`config.mk`:
```
export PLATFORM = sky130hd
export DESIGN_NAME = vnc_ctrl
export DESIGN_NICKNAME = d
export VERILOG_FILES = /design/src/sv/vnc_pkg.sv /design/src/sv/vnc_ctrl.sv
export SDC_FILE = /design/constraint.sdc
export NUM_CORES = 1
export LEC_CHECK = 0
export BUFFER_PORTS_ARGS = -buffer_cell sky130_fd_sc_hd__buf_2
export CORE_MARGIN = 8
export CORE_UTILIZATION = 35
export CTS_BUF_LIST = sky130_fd_sc_hd__clkbuf_16
export CTS_CLUSTER_DIAMETER = 30
export CTS_CLUSTER_SIZE = 24
export DETAILED_ROUTE_END_ITERATION = 12
export PLACE_DENSITY = 0.66
export SLEW_MARGIN = 20
export SYNTH_ARGS = -nofsm -noshare
export SYNTH_HDL_FRONTEND = slang
export SYNTH_SLANG_ARGS = --single-unit
```
`constraint.sdc`:
```
create_clock -name clk -period 7.25 [get_ports clk]
set_input_delay 1.0875 -clock clk [delete_from_list [all_inputs] [get_ports clk]]
set_output_delay 1.0875 -clock clk [all_outputs]
set_load 0.01 [all_outputs]
```
`src/sv/vnc_pkg.sv`:
```
// Shared constants, types and the cosine weight table of the value noise classifier.
`timescale 1ns / 1ps
package vnc_pkg;

  // Lattice geometry. Both sides must be powers of two: cell indexes wrap by masking.
  localparam int LATTICE_ROWS   = 64;
  localparam int LATTICE_COLS   = 64;
  localparam int MAX_OCTAVES    = 8;
  localparam int MAX_WINDOW     = 16;
  localparam int COS_TABLE_BITS = 10;

  localparam int ROW_BITS     = $clog2(LATTICE_ROWS);
  localparam int COL_BITS     = $clog2(LATTICE_COLS);
  localparam int ADDR_BITS    = ROW_BITS + COL_BITS;
  localparam int LATTICE_SIZE = LATTICE_ROWS * LATTICE_COLS;
  localparam int ROM_SIZE     = 1 << COS_TABLE_BITS;

  // Field widths of the beats and registers.
  localparam int IDX_W   = 12;
  localparam int VAL_W   = 16;
  localparam int CRD_W   = 16;
  localparam int STEP_W  = 16;
  localparam int OCTC_W  = 4;
  localparam int PERS_W  = 16;
  localparam int THR_W   = 16;
  localparam int WINC_W  = 5;
  localparam int CLASS_W = 3;
  localparam int CFG_IDX_W = 3;
  localparam int CFG_DAT_W = 16;

  // Loop counters and accumulators.
  localparam int OCT_CNT_W = (MAX_OCTAVES > 1) ? $clog2(MAX_OCTAVES) : 1;
  localparam int OCT_W     = $clog2(MAX_OCTAVES + 1);
  localparam int WIN_CNT_W = (MAX_WINDOW > 1) ? $clog2(MAX_WINDOW) : 1;
  localparam int WIN_W     = $clog2(MAX_WINDOW + 1);
  localparam int AREA_W    = 2 * WIN_W;
  localparam int AMP_W     = 17;
  localparam int WGT_W     = 17;
  localparam int SUM_W     = AMP_W + VAL_W + OCT_W;
  localparam int TOT_W     = AMP_W + OCT_W;
  localparam int SM_W      = VAL_W + AREA_W;
  localparam int XS_W      = ROW_BITS + MAX_OCTAVES - 1;
  localparam int YS_W      = COL_BITS + MAX_OCTAVES - 1;
  localparam int CS_W      = (XS_W > YS_W) ? XS_W : YS_W;
  localparam int DVD_A     = (CS_W + 16 > SUM_W) ? CS_W + 16 : SUM_W;
  localparam int DVD_W     = (DVD_A > SM_W) ? DVD_A : SM_W;
  localparam int DVS_A     = (TOT_W > STEP_W) ? TOT_W : STEP_W;
  localparam int DVS_W     = (DVS_A > AREA_W) ? DVS_A : AREA_W;
  localparam int DCNT_W    = $clog2(DVD_W + 1);

  localparam logic [63:0] HALF_PI_Q30 = 64'd1686629713;
  localparam logic [VAL_W:0] BAND_NARROW = 17'd3277;
  localparam logic [VAL_W:0] BAND_WIDE   = 17'd32768;

  // Register indexes of the configuration port.
  localparam logic [CFG_IDX_W-1:0] REG_CELL_STEP   = 3'd0;
  localparam logic [CFG_IDX_W-1:0] REG_OCTAVES     = 3'd1;
  localparam logic [CFG_IDX_W-1:0] REG_PERSISTENCE = 3'd2;
  localparam logic [CFG_IDX_W-1:0] REG_THR_LOW     = 3'd3;
  localparam logic [CFG_IDX_W-1:0] REG_THR_HIGH    = 3'd4;
  localparam logic [CFG_IDX_W-1:0] REG_WINDOW      = 3'd5;

  typedef enum logic [CLASS_W-1:0] {
    CLS_BELOW  = 3'd0,
    CLS_NARROW = 3'd1,
    CLS_MID    = 3'd2,
    CLS_UPPER  = 3'd3,
    CLS_TOP    = 3'd4
  } tile_class_t;

  typedef enum logic [1:0] {
    DIV_X      = 2'd0,
    DIV_Y      = 2'd1,
    DIV_POINT  = 2'd2,
    DIV_WINDOW = 2'd3
  } div_sel_t;

  typedef enum logic [1:0] {
    CRN_00 = 2'd0,
    CRN_10 = 2'd1,
    CRN_01 = 2'd2,
    CRN_11 = 2'd3
  } corner_t;

  typedef enum logic [1:0] {
    BLD_R1 = 2'd0,
    BLD_R2 = 2'd1,
    BLD_N  = 2'd2
  } blend_sel_t;

  typedef struct packed {
    logic [STEP_W-1:0] cell_step;
    logic [OCTC_W-1:0] octave_count;
    logic [PERS_W-1:0] persistence;
    logic [THR_W-1:0]  threshold_low;
    logic [THR_W-1:0]  threshold_high;
    logic [WINC_W-1:0] window_size;
  } cfg_t;

  typedef struct packed {
    logic       query_init;
    logic       oct_init;
    logic       div_go;
    div_sel_t   div_sel;
    logic       cap_x;
    logic       cap_y;
    logic       rd_en;
    corner_t    rd_sel;
    logic       cap_en;
    corner_t    cap_sel;
    logic       blend_en;
    blend_sel_t blend_sel;
    logic       acc_en;
    logic       pacc_en;
    logic       pt_next;
    logic       cap_v;
    logic       out_load;
  } cmd_t;

  typedef struct packed {
    logic div_done;
    logic in_range;
    logic last_k;
    logic last_pt;
    logic out_free;
  } sts_t;

  typedef logic [WGT_W-1:0] weight_t;
  typedef weight_t weight_rom_t [ROM_SIZE];

  // Weight w(u) = sin^2(pi*u/2) in Q16 from a truncated Q30 Taylor series.
  // Term n of the series is divided by (2n)(2n+1): 6, 20, 42, 72, 110, 156, 210.
  function automatic weight_rom_t build_weight_rom();
    weight_rom_t rom;
    logic [63:0] th;
    logic [63:0] th2;
    logic [63:0] term;
    logic [63:0] s;
    logic [63:0] tq;
    for (int e = 0; e < ROM_SIZE; e++) begin
      th   = (64'(e) * HALF_PI_Q30) >> COS_TABLE_BITS;
      th2  = (th * th) >> 30;
      term = th;
      s    = th;
      for (int n = 1; n <= 7; n++) begin
        tq = (term * th2) >> 30;
        case (n)
          1:       term = tq / 64'd6;
          2:       term = tq / 64'd20;
          3:       term = tq / 64'd42;
          4:       term = tq / 64'd72;
          5:       term = tq / 64'd110;
          6:       term = tq / 64'd156;
          default: term = tq / 64'd210;
        endcase
        if ((n % 2) == 1) begin
          s = s - term;
        end else begin
          s = s + term;
        end
      end
      s      = (s * s) >> 30;
      rom[e] = WGT_W'((s + 64'd8192) >> 14);
    end
    return rom;
  endfunction

  localparam weight_rom_t WEIGHT_ROM = build_weight_rom();

endpackage

```
`src/sv/vnc_ctrl.sv`:
```
// Controller state machine that sequences the window, octave and corner steps.
`timescale 1ns / 1ps
module vnc_ctrl (
  input  logic           clk,
  input  logic           rst_n,
  input  logic           start_query,
  input  vnc_pkg::sts_t  sts,
  output vnc_pkg::cmd_t  cmd,
  output logic           idle
);
  import vnc_pkg::*;

  typedef enum logic [23:0] {
    S_IDLE = 24'h000001,
    S_PT   = 24'h000002,
    S_DXS  = 24'h000004,
    S_DXW  = 24'h000008,
    S_DYS  = 24'h000010,
    S_DYW  = 24'h000020,
    S_CAPY = 24'h000040,
    S_R0   = 24'h000080,
    S_R1   = 24'h000100,
    S_R2   = 24'h000200,
    S_R3   = 24'h000400,
    S_R4   = 24'h000800,
    S_B1   = 24'h001000,
    S_B2   = 24'h002000,
    S_B3   = 24'h004000,
    S_ACC  = 24'h008000,
    S_PDS  = 24'h010000,
    S_PDW  = 24'h020000,
    S_PACC = 24'h040000,
    S_NXT  = 24'h080000,
    S_WDS  = 24'h100000,
    S_WDW  = 24'h200000,
    S_FIN  = 24'h400000,
    S_DONE = 24'h800000
  } state_t;

  state_t state_r, state_nxt;

  always_comb begin
    state_nxt = state_r;
    cmd       = '0;
    case (state_r)
      S_IDLE: begin
        if (start_query) begin
          cmd.query_init = 1'b1;
          state_nxt      = S_PT;
        end
      end
      S_PT: begin
        if (sts.in_range) begin
          cmd.oct_init = 1'b1;
          state_nxt    = S_DXS;
        end else begin
          state_nxt = S_NXT;
        end
      end
      S_DXS: begin
        cmd.div_go  = 1'b1;
        cmd.div_sel = DIV_X;
        state_nxt   = S_DXW;
      end
      S_DXW: begin
        if (sts.div_done) begin
          state_nxt = S_DYS;
        end
      end
      S_DYS: begin
        cmd.cap_x   = 1'b1;
        cmd.div_go  = 1'b1;
        cmd.div_sel = DIV_Y;
        state_nxt   = S_DYW;
      end
      S_DYW: begin
        if (sts.div_done) begin
          state_nxt = S_CAPY;
        end
      end
      S_CAPY: begin
        cmd.cap_y = 1'b1;
        state_nxt = S_R0;
      end
      S_R0: begin
        cmd.rd_en  = 1'b1;
        cmd.rd_sel = CRN_00;
        state_nxt  = S_R1;
      end
      S_R1: begin
        cmd.rd_en   = 1'b1;
        cmd.rd_sel  = CRN_10;
        cmd.cap_en  = 1'b1;
        cmd.cap_sel = CRN_00;
        state_nxt   = S_R2;
      end
      S_R2: begin
        cmd.rd_en   = 1'b1;
        cmd.rd_sel  = CRN_01;
        cmd.cap_en  = 1'b1;
        cmd.cap_sel = CRN_10;
        state_nxt   = S_R3;
      end
      S_R3: begin
        cmd.rd_en   = 1'b1;
        cmd.rd_sel  = CRN_11;
        cmd.cap_en  = 1'b1;
        cmd.cap_sel = CRN_01;
        state_nxt   = S_R4;
      end
      S_R4: begin
        cmd.cap_en  = 1'b1;
        cmd.cap_sel = CRN_11;
        state_nxt   = S_B1;
      end
      S_B1: begin
        cmd.blend_en  = 1'b1;
        cmd.blend_sel = BLD_R1;
        state_nxt     = S_B2;
      end
      S_B2: begin
        cmd.blend_en  = 1'b1;
        cmd.blend_sel = BLD_R2;
        state_nxt     = S_B3;
      end
      S_B3: begin
        cmd.blend_en  = 1'b1;
        cmd.blend_sel = BLD_N;
        state_nxt     = S_ACC;
      end
      S_ACC: begin
        cmd.acc_en = 1'b1;
        state_nxt  = sts.last_k ? S_PDS : S_DXS;
      end
      S_PDS: begin
        cmd.div_go  = 1'b1;
        cmd.div_sel = DIV_POINT;
        state_nxt   = S_PDW;
      end
      S_PDW: begin
        if (sts.div_done) begin
          state_nxt = S_PACC;
        end
      end
      S_PACC: begin
        cmd.pacc_en = 1'b1;
        state_nxt   = S_NXT;
      end
      S_NXT: begin
        if (sts.last_pt) begin
          state_nxt = S_WDS;
        end else begin
          cmd.pt_next = 1'b1;
          state_nxt   = S_PT;
        end
      end
      S_WDS: begin
        cmd.div_go  = 1'b1;
        cmd.div_sel = DIV_WINDOW;
        state_nxt   = S_WDW;
      end
      S_WDW: begin
        if (sts.div_done) begin
          state_nxt = S_FIN;
        end
      end
      S_FIN: begin
        cmd.cap_v = 1'b1;
        state_nxt = S_DONE;
      end
      S_DONE: begin
        if (sts.out_free) begin
          cmd.out_load = 1'b1;
          state_nxt    = S_IDLE;
        end
      end
      default: begin
        state_nxt = S_IDLE;
      end
    endcase
  end

  always_ff @(posedge clk) begin
    if (!rst_n) begin
      state_r <= S_IDLE;
    end else begin
      state_r <= state_nxt;
    end
  end

  assign idle = (state_r == S_IDLE);

endmodule

```
## Yosys cells after proc, flatten, opt, wreduce, memory -nomap -nowiden

Cells that the tools add are included.

- Bits of input ports: 8
- Memories kept: 0
- Register bits after elaboration: 24
- Word-level logic and storage cells: 59
- Output and inout port bits: 22
- RAM bits: 0
- ROM bits: 0
- Latch bits: 0

- Equal/unequal tests: 30
- Add/sub/neg operators: 0
- Bitwise operators: 0
- Reductions and logical operators: 1
- Div/mod/pow operators: 0
- Order comparisons: 0
- Multiply operators: 0
- Shift operators: 0
- Muxes and demuxes: 27

Operator list:

| kind | count |
|---|---|
| case mux 24 bit (24 select lines) | 1 |
| two-way mux 24 bit | 6 |
| case mux 3 bit (4 select lines) | 3 |
| == test 24 x 1 -> 1 bit, second input constant | 1 |
| == test 24 x 10 -> 1 bit, second input constant | 1 |
| == test 24 x 11 -> 1 bit, second input constant | 1 |
| == test 24 x 12 -> 1 bit, second input constant | 1 |
| == test 24 x 13 -> 1 bit, second input constant | 1 |
| == test 24 x 14 -> 1 bit, second input constant | 1 |
| == test 24 x 15 -> 1 bit, second input constant | 1 |
| == test 24 x 16 -> 1 bit, second input constant | 1 |
| == test 24 x 17 -> 1 bit, second input constant | 1 |
| == test 24 x 18 -> 1 bit, second input constant | 1 |
| == test 24 x 19 -> 1 bit, second input constant | 1 |
| == test 24 x 2 -> 1 bit, second input constant | 1 |
| == test 24 x 20 -> 1 bit, second input constant | 1 |
| == test 24 x 21 -> 1 bit, second input constant | 1 |
| == test 24 x 22 -> 1 bit, second input constant | 1 |
| == test 24 x 23 -> 1 bit, second input constant | 1 |
| == test 24 bit, second input constant | 1 |
| == test 24 x 3 -> 1 bit, second input constant | 1 |
| == test 24 x 4 -> 1 bit, second input constant | 1 |
| == test 24 x 5 -> 1 bit, second input constant | 1 |
| == test 24 x 6 -> 1 bit, second input constant | 1 |
| 10 further kinds | 27 |

## Logic depth before layout (Yosys ltp)

- Word-level depth: 3
- Depth in mapped cells: 8

## Least setup slack after synthesis

OpenSTA, ideal clock, no wires.

- Path type: register -> output
- From: register state_r[23]
- To: output cmd[10] in the netlist's numbering
- Path buffers: 1
- Slack: 3.929 ns
- Cell stages (with the launch flop): 7
- Arrival: 2.233 ns
- Required time: 6.162 ns
- Cell sequence: dfxtp_1 -> nor4_4 -> nand2_4 -> or4_4 -> buf_6 -> nor4_1 -> or2_2

RTL lines:

| element | line | RTL |
|---|---|---|
| start, declared | vnc_ctrl.sv:40 | `state_t state_r, state_nxt;` |
| start signal, assigned | vnc_ctrl.sv:187 | `state_r <= state_nxt;` |
| end, declared | vnc_ctrl.sv:8 | `output vnc_pkg::cmd_t cmd,` |

==> key figures <==
Final layout
  • Largest Register: state_r
  • Fin util: 0.424
  • Diode count: 0
  • Design area: 1720 sq um
  • Cell Count, Final, Fillers Out: 251
  • Area Growth Syn to Fin: 15.7%
  • Nets: 210
  • Number of flip-flops under the largest register name: 24
  • Ratio of cells with drive above 1 in the final layout: 0.249
  • Regs by FF count: state_r x24

Synth
  • Register area share after synthesis: 0.323
  • Yosys reg bits: 24
  • Post-Synth XOR/XNOR Area: 0.0412
  • Main combinational cell family by area after synthesis: simple AND/OR/NAND/NOR gates
  • Compound-gate portion of the synthesized area: 0.120
  • Adder-cell share of the synthesized area: 0
  • Synth Flop Type: dfxtp_1
  • Post-synth EDFFs: 0
  • Mean Syn Cell Area: 8.45 sq um
  • Async set-reset flop share out of synthesis: 0
  • Cell variety after synth: 51
  • Simple-gate area share of the yosys netlist: 0.460
  • Syn_nets: 184
  • Post-Syn Instances: 176
  • Synth Warn #: 0
  • Post-Syn Area: 1490 sq um
  • Mux cell area share after synthesis: 0.00673

Placement
  • Placed insts: 247
  • Detailed placement HPWL: 2870 microns
  • Final RePlAce weighted congestion: 0.909
  • PortBufs: 29
  • Placement Setup Slack: 3.94 ns
  • DP Area: 1640 sq um

Floorplan
  • Initial core utilization: 0.366
  • Ports: 30
  • DIE WIDTH: 81.2 microns
  • Chip height: 81.2 microns
  • Placement Rows: 23
  • Die area: 6590 sq um
  • Core Footprint: 4060 sq um

Global routing
  • Global-route wire length before repair: 6000 microns
  • Antenna violations before repair: 0
  • Via count of the first global-routing pass: 1,274
  • GRT Total Usage: 0.114
  • Largest net degree at the start of global routing: 14
  • Grt ovf: 0

Setup path
  • Setup crit end kind: primary output
  • Worst r2r path cells: 6
  • Critical setup path kind: reg2out
  • CP Data Required Time: 6.16 ns
  • Critical-path maximum fanout: 9
  • Startpoint Class: register
  • CP arrival: 2.51 ns

Clock network
  • Clock sink total: 24
  • CTS tree: done
  • Max clock buf depth: 2
  • Skew-Pair Late Insertion Delay: 0.25 ns
  • H-tree Lvls: 1
  • PostCTS Resize Cnt: 0
  • Setup bufs post-CTS: 0
  • Hold Buf Count CTS: 0
  • Root buffer cell: clkbuf_16
  • Clk pin slew, worst setup/hold paths: 0.06 ns
  • CTS Buf Count: 3

Timing
  • PnR worst setup slack: 3.65 ns
  • Setup Viol. Count Final: 0
  • Final Cycle Share: 0.497
  • Post-Route Skew: 0.00230 ns
  • Measured slew at the worst slew-check pin: 0.825 ns
  • Setup TNS: 0 ns
  • Unrepaired setup endpoints after global routing: false
  • Tmin final: 3.60 ns
  • Relative slew margins: 0.445
  • F_max: 278 MHz
  • Pins over their slew limit: 0
  • Hold Fails Final Rpt: 0

Power
  • Pwr dens: 205 nW/um^2
  • Peak VDD IR: 148 uV
  • Leakage: 0.000704 uW

Min path
  • Hold-critical path depth: 2
  • Hold Path Class: reg2reg

Outcome
  • Status: complete, no violations

Detailed routing
  • Drt total wl: 3620 microns
  • Routed vias/inst: 5.41
  • Residual DRC count: 0
  • Drt wl/cell: 14.4 microns
  • Vias: 1,357
  • Initial DRC Count: 69
  • Routed Antenna Nets: 0
  • Router iterations before antenna repair: 4

Run
  • Max cap viols: 0
[critical path, stage by stage, from the launching register on]
cell and delay [ns]:
dfxtp_1 0.34, nor4_2 0.49, nand4_1 0.28, or4_4 0.56
or3_4 0.36, nor2_1 0.10, buf_2 0.13
[report_power, final]
| part | total [uW] | internal, uW | switching, uW | leakage, uW |
|---|---|---|---|---|
| Clock | 117 | 73.6 | 43.7 | 0.0000385 |
| Sequential | 144 | 136 | 7.42 | 0.000194 |
| Combinational | 91.8 | 34.4 | 57.4 | 0.000471 |
| Total | 353 | 244 | 109 | 0.000704 |
[cell usage in the layout (no fill, tap or decap), types with 2 or more instances in the layout]
cell       instances
nand4b_1           5
buf_2             29
and3_1             5
a21oi_1            2
o21a_1             4
nand2_1           11
or2_2              4
nand3_1            2
nor4_4             2
xnor2_1            5
inv_1              5
nand2b_1           4
nor4_1            10
or4_4              2
o21ai_0            3
nand3b_1           3
nor3_1            19
nand4_1            2
and2_1             2
clkbuf_16          3
nor2_1            22
a211oi_1           2
a21boi_0           4
dfxtp_1           24
xor2_1             2
or3_1              2
[per-stage QoR]
step	total power [uW]	hold WS, ns
finish	353	0.528
global route	372	0.554
CTS	357	0.527
detailed placement	238	0.521
global placement	239	0.526
floorplan	219	0.484
[final timing paths]
check | from | slack (ns) | end
max | state_r[4]$_SDFFE_PN0P_ | 3.65 | cmd[12]
max reg2reg | state_r[11]$_SDFFE_PN0P_ | 4.73 | state_r[9]$_SDFFE_PN0P_
min reg2reg | state_r[12]$_SDFFE_PN0P_ | 0.53 | state_r[13]$_SDFFE_PN0P_
min | state_r[12]$_SDFFE_PN0P_ | 0.53 | state_r[13]$_SDFFE_PN0P_
[synth_stat cells (2+ instances only)]
master	count	area (sq um)
nand2b_1	4	25.0
nor4_1	10	62.6
or4_4	2	22.5
nand3_1	2	10.0
o21ai_0	3	15.0
dfxtp_1	24	480
a21oi_1	2	10.0
xnor2_1	5	43.8
buf_4	2	15.0
and2_1	2	12.5
nor3_1	19	95.1
nand3b_1	3	22.5
nor4_4	2	42.5
a211oi_1	2	15.0
nand4_1	2	12.5
inv_1	5	18.8
xor2_1	2	17.5
buf_1	2	7.51
buf_6	2	22.5
a21boi_0	4	30.0
nor2_1	22	82.6
and3_1	5	31.3
o21a_1	4	30.0
or2_2	4	25.0
nand4b_1	5	43.8
nand2_1	11	41.3
or3_1	2	12.5
[kinds of logic after synthesis]
| family | after synthesis |
|---|---|
| mux | 1 |
| flops | 24 |
| compound gates | 22 |
| simple gates | 109 |
| xor+xnor | 7 |
| buf+inv | 13 |
[area by class of cell]
cell class	count	area, sq um
fill	417	2340
multi-input combinational	139	933
sequential	24	480
timing repair buffer	29	145
clock buffer	3	75.1
tap	50	62.6
inverter	5	18.8
clock inverter	1	3.75
[layer usage]
metal  share of wire  vias up  global-route usage
met4          0.0075        0              0.0286
met5               0        -                   0
met2            0.43       36               0.176
met1            0.50      613               0.152
li1                -      704                   -
met3           0.060        4              0.0342
Power figures use the tool's default switching activity.
